File: src/hdl/pcb_pkg.sv
package pcb_pkg;

   localparam int MAX_CELLS      = 1024;
   localparam int SLOTS_PER_CELL = 64;
   localparam int CELL_W         = 10;
   localparam int SLOT_W         = 6;
   localparam int COUNT_W        = 7;
   localparam int NUM_CELLS_W    = 11;
   localparam int COORD_W        = 32;
   localparam int ID_W           = 24;
   localparam int ENTRY_ADDR_W   = CELL_W + SLOT_W;
   localparam int ENTRY_W        = 4 * COORD_W + ID_W;
   localparam int CSR_ADDR_W     = 4;

   // request operations
   localparam logic [1:0] OP_INSERT = 2'd0;
   localparam logic [1:0] OP_READ   = 2'd1;
   localparam logic [1:0] OP_CLEAR  = 2'd2;

   // response status codes
   localparam logic [1:0] ST_OK        = 2'd0;
   localparam logic [1:0] ST_OUT_RANGE = 2'd1;
   localparam logic [1:0] ST_FULL      = 2'd2;
   localparam logic [1:0] ST_EMPTY     = 2'd3;

   // register indexes
   localparam logic [1:0] REG_RANGE_LOW  = 2'd0;
   localparam logic [1:0] REG_RANGE_HIGH = 2'd1;
   localparam logic [1:0] REG_CELL_SCALE = 2'd2;
   localparam logic [1:0] REG_NUM_CELLS  = 2'd3;

   typedef enum logic [2:0] {
      SEQ_CLEAR,
      SEQ_IDLE,
      SEQ_CALC,
      SEQ_LOOKUP,
      SEQ_DONE
   } pcb_state_type;

   typedef struct packed {
      logic              in_range;
      logic [CELL_W-1:0] cell_idx;
   } pcb_calc_res_type;

endpackage

File: src/hdl/pcb_cell_calc.sv
module pcb_cell_calc
   import pcb_pkg::*;
(
   input  logic                   clock,
   input  logic                   step,
   input  logic [COORD_W-1:0]     sort_coord,
   input  logic [COORD_W-1:0]     range_low,
   input  logic [COORD_W-1:0]     range_high,
   input  logic [COORD_W-1:0]     cell_scale,
   input  logic [NUM_CELLS_W-1:0] num_cells,
   output pcb_calc_res_type       res
);

   logic [2*COORD_W-1:0]   prod_ff, prod_in;
   logic                   in_range_ff, in_range_in;
   logic [COORD_W-1:0]     diff;
   logic [NUM_CELLS_W-1:0] n_eff;
   logic [NUM_CELLS_W-1:0] last;
   logic [24:0]            raw_cell;

   // stage 1: range check and Q8.23 x Q16.16 product
   // in range the offset is below 2^32, so the 32-bit wrap is exact
   always_comb begin
      diff        = sort_coord - range_low;
      in_range_in = ($signed(sort_coord) >= $signed(range_low)) &&
                    ($signed(sort_coord) <  $signed(range_high));
      prod_in     = {{COORD_W{1'b0}}, diff} * {{COORD_W{1'b0}}, cell_scale};
   end

   always_ff @(posedge clock) begin
      if (step) begin
         prod_ff     <= prod_in;
         in_range_ff <= in_range_in;
      end
   end

   // stage 2: drop 39 fraction bits, saturate to last cell in use
   always_comb begin
      if (num_cells == '0) begin
         n_eff = NUM_CELLS_W'(1);
      end else if (num_cells > NUM_CELLS_W'(MAX_CELLS)) begin
         n_eff = NUM_CELLS_W'(MAX_CELLS);
      end else begin
         n_eff = num_cells;
      end
      last     = n_eff - NUM_CELLS_W'(1);
      raw_cell = prod_ff[2*COORD_W-1:39];
      res.in_range = in_range_ff;
      if (raw_cell > {14'd0, last}) begin
         res.cell_idx = last[CELL_W-1:0];
      end else begin
         res.cell_idx = raw_cell[CELL_W-1:0];
      end
   end

endmodule

File: config.mk
export PLATFORM = sky130hd
export DESIGN_NAME = pcb_cell_calc
export DESIGN_NICKNAME = d
export VERILOG_FILES = /design/src/hdl/pcb_pkg.sv /design/src/hdl/pcb_cell_calc.sv
export SDC_FILE = /design/constraint.sdc
export NUM_CORES = 2
export LEC_CHECK = 0
export BUFFER_PORTS_ARGS = -buffer_cell sky130_fd_sc_hd__buf_2
export CELL_PAD_IN_SITES_DETAIL_PLACEMENT = 0
export CELL_PAD_IN_SITES_GLOBAL_PLACEMENT = 1
export CORE_MARGIN = 2
export CORE_UTILIZATION = 51
export DETAILED_ROUTE_END_ITERATION = 16
export GPL_ROUTABILITY_DRIVEN = 0
export GPL_TIMING_DRIVEN = 0
export PLACE_DENSITY_LB_ADDON = 0.1
export SYNTH_ARGS = -nofsm -noshare
export SYNTH_HDL_FRONTEND = slang
export SYNTH_SLANG_ARGS = --single-unit
File: constraint.sdc
create_clock -name clock -period 14.55 [get_ports clock]
set_input_delay 2.91 -clock clock [delete_from_list [all_inputs] [get_ports clock]]
set_output_delay 2.91 -clock clock [all_outputs]
set_load 0.05 [all_outputs]
==> summary.md <==
The core region is 0.07470 mm^2. The count of buffers added on input and output ports is 119. The critical path contains buffers and inverters numbering 8 combined. The number of vias per cell is 5.793, and the via count of the first global-routing pass is 33261. The worst hold slack after final layout was 3.162 ns. The worst slew margin relative to its limit is 6.111%, and the fraction of synthesized cell area taken by the top area cell type is 46.40%.

For this run, the leading register cell type out of synthesis is sky130_fd_sc_hd__edfxtp_1. The HPWL after detailed placement is 123.5 mm. The category of the critical setup timing path is primary input to flop. Counting every net in the synthesized netlist gives 5802. The CTS buffer count is 3, and the height of the die is 279.3 um. Global routing used 38.40% of the available tracks across all layers.

The die is 279.3 um wide. The tools report the arrival time at the worst endpoint as 14.14 ns. The cell type with the largest total area after synthesis was sky130_fd_sc_hd__fa_1.

The number of standard cells after synthesis is 4430. The number of DRC markers in iteration 0 was 2944. The fraction of synthesis flops using an asynchronous set or reset pin works out to 0%. The floorplan step defined a die boundary enclosing 0.07802 mm^2. The detailed-route wire length is 145.9 mm, and the count of state elements after synthesis is 26. The max-slew violation count was 0; the minimum clock period after layout was 14.15 ns. The number of nets with antenna violations after detailed routing was 0.

TritonCTS built the clock tree. During synthesis, Yosys emitted a total of 0 warnings. The share of the Yosys chip area taken by registers is 2.020%.

The depth of the CTS H-tree was 1; the worst-margin pin slew was 1.398 ns. The total overflow left after global routing is 0. In this run the count of I/O pins placed on the die edge is 152. The flow ran to the end, and the final reports show no timing, DRC or antenna violations. After synthesis, the netlist uses 77 different library cells. The logs give 100 for the total number of placement rows and 51.75% for the initial standard-cell utilization of the core. Number of remaining DRC errors: 0. Along the worst path, the maximum fanout reaches 10. Across the run, the number of max-cap violations was 0. The wire length per cell after detailed routing works out to 26.38 um.

For the final routed database, the setup TNS stands at 0 ns. For the number of buffers between clock root and the deepest sink, the log shows 2. In this design, the stage delay of the slowest critical-path cell is 1.04 ns. On the critical path the largest part of the delay comes from adder cells. Number of antenna violations at the first check in global routing: 14. Core occupancy in the finished layout: 54.51%. The number of enable-type register cells in the synthesized netlist was 26; the final critical-path share of the clock period was 97.27%. The layout cell share with drive strength beyond 1 works out to 4.061%. For the worst setup path, the data required time is 14.54 ns. By area the synthesized netlist is led by sky130_fd_sc_hd__fa_1 (46%), sky130_fd_sc_hd__ha_1 (11%), sky130_fd_sc_hd__inv_1 (9.3%), sky130_fd_sc_hd__and2_1 (7.5%), sky130_fd_sc_hd__nand2_1 (5.2%).

Entering global routing, the biggest net connects 27 pins. Among all stages on the critical path, the largest delay is contributed by sky130_fd_sc_hd__xnor2_1. The final count of hold timing violations was 0; the vias after detailed routing was 32046. STA classifies the critical path endpoint as a flop. After synthesis, the mean cell area works out to 8.726 um^2.

Prior to clock tree synthesis, the placed netlist has a worst setup slack of -0.6619 ns. Setup repair after global routing left no endpoint under its margin. Clock input transition at the sequential cells of the worst setup and hold paths: 0.06 ns. The synthesized netlist occupies a cell area of 0.03866 mm^2.

The number of iterations in the first detailed-routing pass is 6, and the total of endpoints with negative setup slack in the final report is 0. Counting stages on the worst path, the most repeated cell is sky130_fd_sc_hd__fa_1. The first global-routing pass estimated 216.5 mm of wire. Layout overhead on the synthesized area: 5.321%. Clock tree root buffer cell: sky130_fd_sc_hd__clkbuf_16. Kind of launch point of the worst setup path: a primary input.

In this run the worst hold path is classified as primary input to flop. The sink count of the clock tree is 26, and the count of hold buffers inserted by post-cts repair is 0. The setup slack after layout came out at 0.3966 ns.

The maximum achievable frequency was 0.07065 GHz. The net count of the finished layout is 5928.
==> final timing paths <==
kind / startpoint / endpoint / slack [ns] / depth (start not counted)
min: step / prod_ff[53] / 3.16 / 1
max: sort_coord[0] / prod_ff[48] / 0.40 / 36
==> metal layers <==
| metal | GRT usage (%) | vias to the layer above | share of wire, % |
|---|---|---|---|
| li1 | - | 13726 | - |
| met1 | 48.19 | 16188 | 37 |
| met2 | 60.51 | 1679 | 45 |
| met3 | 9.399 | 449 | 11 |
| met4 | 22.57 | 4 | 7.4 |
| met5 | 0 | - | 0.021 |
==> logic make-up after synthesis <==
group	after synthesis	synth area share [%]
xor gates and xnor gates	43	0.9742
adders and majority gates	1231	57.24
muxes	33	0.8998
and+or+nand+nor	1497	20.58
buffers and inverters	1252	12.25
DFF	26	2.020
AOI/OAI and AO/OA	348	6.036
==> cells in the mapped netlist (16+ instances only) <==
cell,n
sky130_fd_sc_hd__inv_1,961
sky130_fd_sc_hd__fa_1,896
sky130_fd_sc_hd__nand2_1,532
sky130_fd_sc_hd__and2_1,462
sky130_fd_sc_hd__ha_1,335
sky130_fd_sc_hd__clkbuf_1,277
sky130_fd_sc_hd__nand3_1,97
sky130_fd_sc_hd__a21oi_1,91
sky130_fd_sc_hd__nor2_1,82
sky130_fd_sc_hd__o21ai_0,65
sky130_fd_sc_hd__nand2b_1,51
sky130_fd_sc_hd__and3_1,45
sky130_fd_sc_hd__a21o_1,42
sky130_fd_sc_hd__nor2b_1,36
sky130_fd_sc_hd__nor3b_1,35
sky130_fd_sc_hd__xnor2_1,31
sky130_fd_sc_hd__nor4_1,27
sky130_fd_sc_hd__edfxtp_1,26
sky130_fd_sc_hd__nor3_1,25
sky130_fd_sc_hd__a311oi_1,21
sky130_fd_sc_hd__mux2i_1,19
sky130_fd_sc_hd__nand4b_1,18
sky130_fd_sc_hd__o21a_1,18
sky130_fd_sc_hd__or4b_1,18
sky130_fd_sc_hd__nand4_1,16
sky130_fd_sc_hd__nor4b_1,16
==> what timing repair did <==
item,in CTS,in global routing
resized for setup,2,26
setup buffers,0,1
pin swaps,0,1
endpoints found under the setup margin,5,14
==> sequential cells by signal, indices dropped and copies added (netlist names) <==
name         count
prod_ff         25
in_range_ff      1
==> area by class of cell <==
cell class                      instances  area (um^2)
Clock buffer                            3        75.07
Tap cell                              969         1212
Multi-Input combinational cell       3152        33220
Clock inverter                          1        30.03
Buffer                                291         1142
Antenna cell                            8        20.02
Sequential cell                        26        780.7
Timing Repair Buffer                  121        623.1
Inverter                              961         3607
Fill cell                            7257        33980
==> per-stage QoR <==
stage	cell area (um^2)	std cells
after floorplan	38660	4430
after global placement	40470	5518
after detailed placement	40480	5519
after CTS	40600	5523
after global routing	40700	5526
final	40710	5532
==> cell usage in the layout (no fill, tap or decap), types with 18 or more instances in the layout <==
cell,count
sky130_fd_sc_hd__inv_1,961
sky130_fd_sc_hd__fa_1,896
sky130_fd_sc_hd__nand2_1,532
sky130_fd_sc_hd__and2_1,462
sky130_fd_sc_hd__ha_1,335
sky130_fd_sc_hd__clkbuf_1,268
sky130_fd_sc_hd__buf_2,126
sky130_fd_sc_hd__nand3_1,97
sky130_fd_sc_hd__a21oi_1,91
sky130_fd_sc_hd__nor2_1,82
sky130_fd_sc_hd__o21ai_0,64
sky130_fd_sc_hd__nand2b_1,51
sky130_fd_sc_hd__and3_1,45
sky130_fd_sc_hd__a21o_1,42
sky130_fd_sc_hd__nor2b_1,36
sky130_fd_sc_hd__nor3b_1,35
sky130_fd_sc_hd__xnor2_1,28
sky130_fd_sc_hd__nor4_1,27
sky130_fd_sc_hd__edfxtp_1,26
sky130_fd_sc_hd__nor3_1,24
sky130_fd_sc_hd__a311oi_1,20
sky130_fd_sc_hd__mux2i_1,19
sky130_fd_sc_hd__o21a_1,18
sky130_fd_sc_hd__or4b_1,18
sky130_fd_sc_hd__nand4b_1,18
Power is left out: the tool's default activity adds up to more than one toggle a clock period on the data nets, which glitch-free logic cannot reach.
