[src/hdl/pcb_ram.sv]
module pcb_ram #(
   parameter int WIDTH = 8,
   parameter int DEPTH = 16
) (
   input  logic                     clock,
   input  logic                     wr_en,
   input  logic [$clog2(DEPTH)-1:0] wr_addr,
   input  logic [WIDTH-1:0]         wr_data,
   input  logic                     rd_en,
   input  logic [$clog2(DEPTH)-1:0] rd_addr,
   output logic [WIDTH-1:0]         rd_data
);

   logic [WIDTH-1:0] mem_ff [DEPTH];
   logic [WIDTH-1:0] rd_data_ff;

   always_ff @(posedge clock) begin
      if (wr_en) begin
         mem_ff[wr_addr] <= wr_data;
      end
      if (rd_en) begin
         rd_data_ff <= mem_ff[rd_addr];
      end
   end

   assign rd_data = rd_data_ff;

endmodule

[config.mk]
export PLATFORM = sky130hd
export DESIGN_NAME = pcb_ram
export DESIGN_NICKNAME = d
export VERILOG_FILES = /design/src/hdl/pcb_ram.sv
export SDC_FILE = /design/constraint.sdc
export NUM_CORES = 1
export LEC_CHECK = 0
export BUFFER_PORTS_ARGS = -buffer_cell sky130_fd_sc_hd__buf_2
export CAP_MARGIN = 20
export CORE_MARGIN = 2
export CORE_UTILIZATION = 40
export CTS_CLUSTER_DIAMETER = 80
export CTS_CLUSTER_SIZE = 24
export DETAILED_ROUTE_END_ITERATION = 7
export HOLD_SLACK_MARGIN = 0.12
export PLACE_DENSITY_LB_ADDON = 0.08
export SLEW_MARGIN = 20
export SYNTH_ARGS = -nofsm -noshare
export SYNTH_HDL_FRONTEND = slang
export SYNTH_SLANG_ARGS = --single-unit
[constraint.sdc]
create_clock -name clock -period 2.4 [get_ports clock]
set_input_delay 0.24 -clock clock [delete_from_list [all_inputs] [get_ports clock]]
set_output_delay 0.24 -clock clock [all_outputs]
set_load 0.02 [all_outputs]
==> run summary, run 1 <==
Type of destination of the critical path = flop
Final setup vio count = 0
P_leak = 2.09 nW
Fin Hold WS = 0.201 ns
Syn Nets = 248
Global Route met3 Usage = 0.0444
Setup TNS = 0 ns
Crit path max fanout = 1
DR iter-0 viols = 152
Sequential share of the synthesized area = 0.781
Initial Util = 0.413
Max clock buf depth = 2
Max Cap Viol = 0
Biggest area consumer among synthesized cells = edfxtp_1
Post-CTS Resized = 0
Initial DRT Pass Iterations = 5
Critical Path AT = 1.73 ns
Chip height = 118 um
Nets = 301
Final ANT Viol Nets = 0
Outcome = finished clean
P per Cell Area = 873 nW/um2
Slew margin rel. = 0.570
Minimum clock period = 1.58 ns
Fmax = 633 MHz
Clk Latency, worst-skew pair = 0.41 ns
Vias in the first global route = 2451
Total congestion overflow = 0
Via count = 2402
Global-route wire length before repair = 15900 um
CTS Hold Buffers Added = 0
Synth warn = 0
Drt wl/cell = 22.4 um
Yosys top cell area share = 0.781
Worst-path clk slew = 0.06 ns
Worst path bufs/invs = 0
Yosys reg bits = 136
Mapped Area = 5230 um2
Global-route usage over all layers = 0.165
Final wirelength = 10500 um
Ports = 27
Layout cells sized above 1 = 0.295
CP top delay family = multiplexers
Grt met1 use = 0.245
Hold Fails Final Rpt = 0
Clk_skew = 0.00537 ns
Root buffer cell = clkbuf_16
RSZ-0062 raised after global routing = no
Synth Area per Inst = 22.8 um2
Largest net degree at the start of global routing = 33
CTS Buf Count = 17
Worst Tran Pin Value = 0.643 ns
Hold Crit Class = in2reg
CP Cell Sequence = mux4_1, a22oi_1, nand2_1
Post-Syn Instances = 229
CP Launch Type = flop
WP data required = 2.55 ns
Vias per inst = 5.14
Core area = 12700 um2
Postcts setup bufs = 0
GR peak layer = met1
Largest cells by area after synthesis = edfxtp_1, mux4_2, mux4_1
Area grow syn2layout = 18.8%
VDD IR max = 0.492 mV
Die area = 14000 um2
Site row count = 41
Final GP Congestion = 0.700
CP max stage delay = 0.53 ns
Critical-path top delay cell = mux4_1
Antenna violations before repair = 0
Die W = 118 um
DRC Markers = 0
Sink Count = 136
Max Slew Vio Count = 0
Detailed placement HPWL = 6650 um
CTS tree = done
Ant. Diodes = 0
GRT met2 Usage = 0.230
Tcrit/Tclk final = 0.658
Critical path class = reg2reg
Port Buffers = 26
Post-synth cell types = 18
CTS H-tree lvls = 4
[worst reg2reg max path, cell delays in order (launching register included)]
cell,delay [ns]
edfxtp_1,0.37
mux4_1,0.53
a22oi_1,0.32
nand2_1,0.09
[cell type report]
cell class | count | area, um2
fill | 1058 | 6460
timing repair buffer | 44 | 290
clock inverter | 15 | 140
multi-input combinational | 83 | 1060
tap | 172 | 215
sequential | 136 | 4080
clock buffer | 17 | 425
[state kept, by name, summed over array words and instances (netlist names)]
signal   count
rd_data      8
mem_ff     128
[per-stage QoR]
step / instances / setup slack, ns / power [mW] / area [um2] / util
6_report: 467 / 0.821 / 5.42 / 6210 / 0.490
5_1_grt: 467 / 0.758 / 5.62 / 6210 / 0.490
4_1_cts: 467 / 0.775 / 5.48 / 6210 / 0.490
3_5_place_dp: 435 / 0.411 / 3.01 / 5650 / 0.446
3_3_place_gp: 435 / 0.427 / 3.01 / 5650 / 0.446
2_1_floorplan: 229 / 0.667 / 2.89 / 5230 / -
[report_power, final]
part | internal (mW) | leakage [nW] | switching, mW
Clock | 1.59 | 0.280 | 0.876
Combinational | 0.104 | 0.578 | 0.161
Sequential | 2.68 | 1.24 | 0.0124
Total | 4.37 | 2.09 | 1.05
[path summary, 6_finish.rpt]
kind,startpoint,end,slack [ns],cells past startpoint
worst max-delay path,mem_ff[8][4],rd_data[4],0.82,3
worst min-delay path,rd_en,rd_data[1],0.20,1
worst max register to register,mem_ff[8][4],rd_data[4],0.82,3
worst min register to register,mem_ff[3][1],rd_data[1],0.76,3
[Yosys cell counts, drive strengths merged]
cell and instances:
a22oi 16, and2b 1, or3b 1, nor3 4, clkdlybuf4s25 3, nand2b 2, nor2b 1, and2 1
nor2 13, nand3b 2, mux4 32, edfxtp 136, nand2 9, nand3 1, buf 7
[per-layer routing]
layer,vias to the layer above,routed length [um]
met3,13,539
met2,68,4810
met4,0,157
met1,1235,4950
met5,-,0
li1,1086,-
[logic make-up after synthesis]
family,count (synthesis),synth area share
DFF,136,0.781
and+or+nand+nor,35,0.0314
buffers and inverters,10,0.0165
AOI/OAI and AO/OA,16,0.0230
muxes,32,0.148
[cells in the final DEF, fill, tap and decap left out]
master	netlist	layout
a22oi_1	16	16
and2_1	1	1
and2b_1	1	1
buf_12	0	2
buf_2	3	26
buf_4	1	16
bufinv_16	0	3
clkbuf_16	0	17
clkinv_1	0	8
clkinv_2	0	4
edfxtp_1	136	136
mux4_1	14	14
mux4_2	18	18
nand2_1	9	9
nand2b_1	2	2
nand3_1	1	1
nand3b_1	2	2
nor2_1	13	13
nor2b_1	1	1
nor3_1	4	4
or3b_2	1	1
Power figures use the tool's default switching activity.
==> run 2, diff against run 1 <==
Settings changed: ABC_AREA set to 1.
Clock period 2.4 ns to 1.6 ns, I/O delays scaled along.
==> run 2 against run 1 <==
Sequential power increased by 50%. Maximum frequency increased by 32%. Synthesized area rose by 12%. Hold slack got worse by 0.028 ns. Final cell count up 70%. Combinational power increased by 100%. Largest cell class unchanged. Synthesized cell count up 140%. Die area increased by 11%. Final area grew 9.9%. Via count rose by 56%. Core utilization fell by 1.7 points.
==> run summary, run 2 <==
Logic gate share of total power = 0.065 (+0.016)
Count leader, synth = nand2_1
Hold Crit Class = in2reg
Sequential share of the synthesized area = 0.698 (-0.0828)
P_leak = 2.95 nW (+41%)
Pre-CTS WS = 0.109 ns (-0.302 ns)
Layout cells sized above 1 = 0.130 (-0.165)
Via count = 3750 (+56%)
CP max stage delay = 0.36 ns (-0.17 ns)
Post-CTS Resized = 0 (unchanged)
WP data required = 1.75 ns (-0.80 ns)
Critical-path top delay cell = edfxtp_1
Biggest area consumer among synthesized cells = edfxtp_1
Clock power share = 0.443 (-0.012)
Global-route wire length before repair = 21700 um (+37%)
DR iter-0 viols = 379 (+150%)
Root buffer cell = clkbuf_16
Sequential share of power = 0.493 (-0.003)
Top_reg_cell synth = edfxtp_1
Worst r2r src = mem_ff[1][2]
Psw = 1.78 mW (+70%)
Asr flop ratio synth = 0 (unchanged)
Sw frac = 0.217 (+0.0238)
Hold Fails Final Rpt = 0 (unchanged)
Initial Util = 0.405 (-0.00720)
CTS tree = done
Outcome = finished clean
Ant. Diodes = 0 (unchanged)
Largest cells by area after synthesis = edfxtp_1, nand2_1, nand3_1
Yosys reg bits = 136 (unchanged)
R2R Setup Slk = 0.41 ns (-0.41 ns)
Final ANT Viol Nets = 0 (unchanged)
Placed inst area = 6270 um2 (+11%)
Core area = 14400 um2 (+14%)
DRC Markers = 0 (unchanged)
CP Cell Sequence = inv_1, nand2_1, nand3_1, nand3_1, nand3_1, nand2_1
CP Launch Type = flop
Total congestion overflow = 0 (unchanged)
Worst path bufs/invs = 1 (+1)
Area grow syn2layout = 16.7%
Synth Area per Inst = 10.6 um2 (-54%)
RSZ-0062 raised after global routing = no
Chip height = 125 um (+5.6%)
Antenna violations before repair = 0 (unchanged)
Die W = 125 um (+5.6%)
Clk_skew = 0.00671 ns (+0.00134 ns)
Synth warn = 0 (unchanged)
Postcts setup bufs = 0 (unchanged)
Top cells by count, synth = nand2_1, edfxtp_1, inv_1
Nets = 616 (+100%)
Power consumption = 8.20 mW (+51%)
CTS H-tree lvls = 4 (unchanged)
Max Cap Viol = 0 (unchanged)
Global-route usage over all layers = 0.190 (+0.0248)
Most frequent cells in the layout = nand2_1, edfxtp_1, inv_1
Clk Latency, worst-skew pair = 0.41 ns (about the same)
Max clock buf depth = 2 (unchanged)
Worst-path clk slew = 0.06 ns (about the same)
Setup ws final = 0.408 ns (-0.413 ns)
Syn Nets = 570 (+130%)
RR Endpoint = rd_data[2]
Tcrit/Tclk final = 0.745 (+0.0870)
R2R depth = 6 (+3)
EDFF count, synth = 136 (unchanged)
Post-synth cell types = 11 (-7)
P per Cell Area = 1200 nW/um2 (+38%)
CTS Hold Buffers Added = 1 (+1)
Int Power = 6.42 mW (+47%)
CP most frequent cell = nand3_1
Vias in the first global route = 3676 (+50%)
Type of destination of the critical path = flop
Final wirelength = 14000 um (+34%)
Ports = 27 (unchanged)
Drt wl/cell = 17.7 um (-21%)
Critical Path AT = 1.35 ns (-0.38 ns)
Largest net degree at the start of global routing = 48 (+45%)
Final GP Congestion = 0.772 (+10%)
Max FFs per register = 128 (unchanged)
Crit path max fanout = 1 (unchanged)
Max Slew Vio Count = 0 (unchanged)
Vias per inst = 4.72 (-8.2%)
Setup TNS = 0 ns (unchanged)
Slew margin rel. = 0.586 (+0.0165)
Critical path class = reg2reg
Post-Syn Instances = 551 (+140%)
Reg with most FFs = mem_ff
VDD IR max = 0.684 mV (+39%)
Detailed placement HPWL = 8680 um (+30%)
Port Buffers = 26 (unchanged)
Die area = 15600 um2 (+11%)
Fmax = 839 MHz (+32%)
Site row count = 44 (+7.3%)
Yosys top cell area share = 0.698 (-0.0828)
Mapped Area = 5850 um2 (+12%)
Hold_sp = wr_data[7]
Final setup vio count = 0 (unchanged)
Minimum clock period = 1.19 ns (-0.387 ns)
CP top delay family = simple AND/OR/NAND/NOR gates
Initial DRT Pass Iterations = 4 (-1)
Sink Count = 136 (unchanged)
Worst hold endpoint = mem_ff[11][7]
Commonest non-fill, non-tap cell in the layout = nand2_1
Worst Tran Pin Value = 0.620 ns (-0.0233 ns)
Cell count of the worst hold path = 1 (unchanged)
CTS Buf Count = 17 (unchanged)
Final Cell Area = 6830 um2 (+9.9%)
-- run 2: cell types whose count changed after synthesis, moves of 3 or more --
cell	delta
inv_1	+100
a22oi_1	-16
mux4_1	-14
nand3_1	+96
nor3_1	-4
buf_2	+10
buf_4	+3
mux4_2	-18
nand2_1	+164
nor2_1	+4
buf_6	+3
clkdlybuf4s25_2	-3
-- run 2: cells by family after synthesis --
group	after synthesis	synth area share
buffers and inverters	126	0.0939
flip-flops	136	0.698
AND/OR/NAND/NOR	289	0.208
-- run 2: how the worst max path moves through the flow --
stage                 startpoint       endpoint  slack (ns)  cells after the start
finish              mem_ff[1][2]     rd_data[2]        0.41                      6
global route        mem_ff[2][2]     rd_data[2]        0.35                      6
CTS                   rd_data[6]     rd_data[6]        0.41                      1
detailed placement    rd_addr[1]     rd_data[2]        0.11                      6
global placement      rd_addr[1]     rd_data[2]        0.15                      6
floorplan             wr_addr[2]  mem_ff[10][0]        0.49                      2
-- run 2: power groups by stage --
stage | sequential [mW] | combinational [mW] | clock (mW)
finish | 4.04 | 0.529 | 3.63
global route | 4.05 | 0.588 | 3.84
CTS | 4.04 | 0.537 | 3.68
detailed placement | 4.11 | 0.533 | 0
global placement | 4.11 | 0.531 | 0
floorplan | 4.13 | 0.281 | 0
-- run 2: routing by layer --
layer / up-vias / wire [um] / part of all wire / global-route usage
met3: 21 / 630 / 0.045 / 0.0477
met1: 1775 / 6830 / 0.49 / 0.273
met2: 79 / 6290 / 0.45 / 0.279
met4: 0 / 264 / 0.019 / 0.0732
met5: - / 0 / 0 / 0
li1: 1875 / - / - / -
-- run 2: area by class of cell --
cell class | instances | area [um2]
Clock buffer | 19 | 433
Clock inverter | 13 | 111
Fill cell | 1366 | 7600
Inverter | 102 | 383
Multi-Input combinational cell | 289 | 1210
Sequential cell | 136 | 4080
Tap cell | 184 | 230
Timing Repair Buffer | 51 | 370
-- run 2: stage by stage --
step	std cells	hold WS (ns)	utilization
3_5_place_dp	761	0.540	0.435
5_1_grt	794	0.173	0.473
3_3_place_gp	761	0.539	0.435
2_1_floorplan	551	0.259	-
6_report	794	0.173	0.473
4_1_cts	794	0.164	0.473
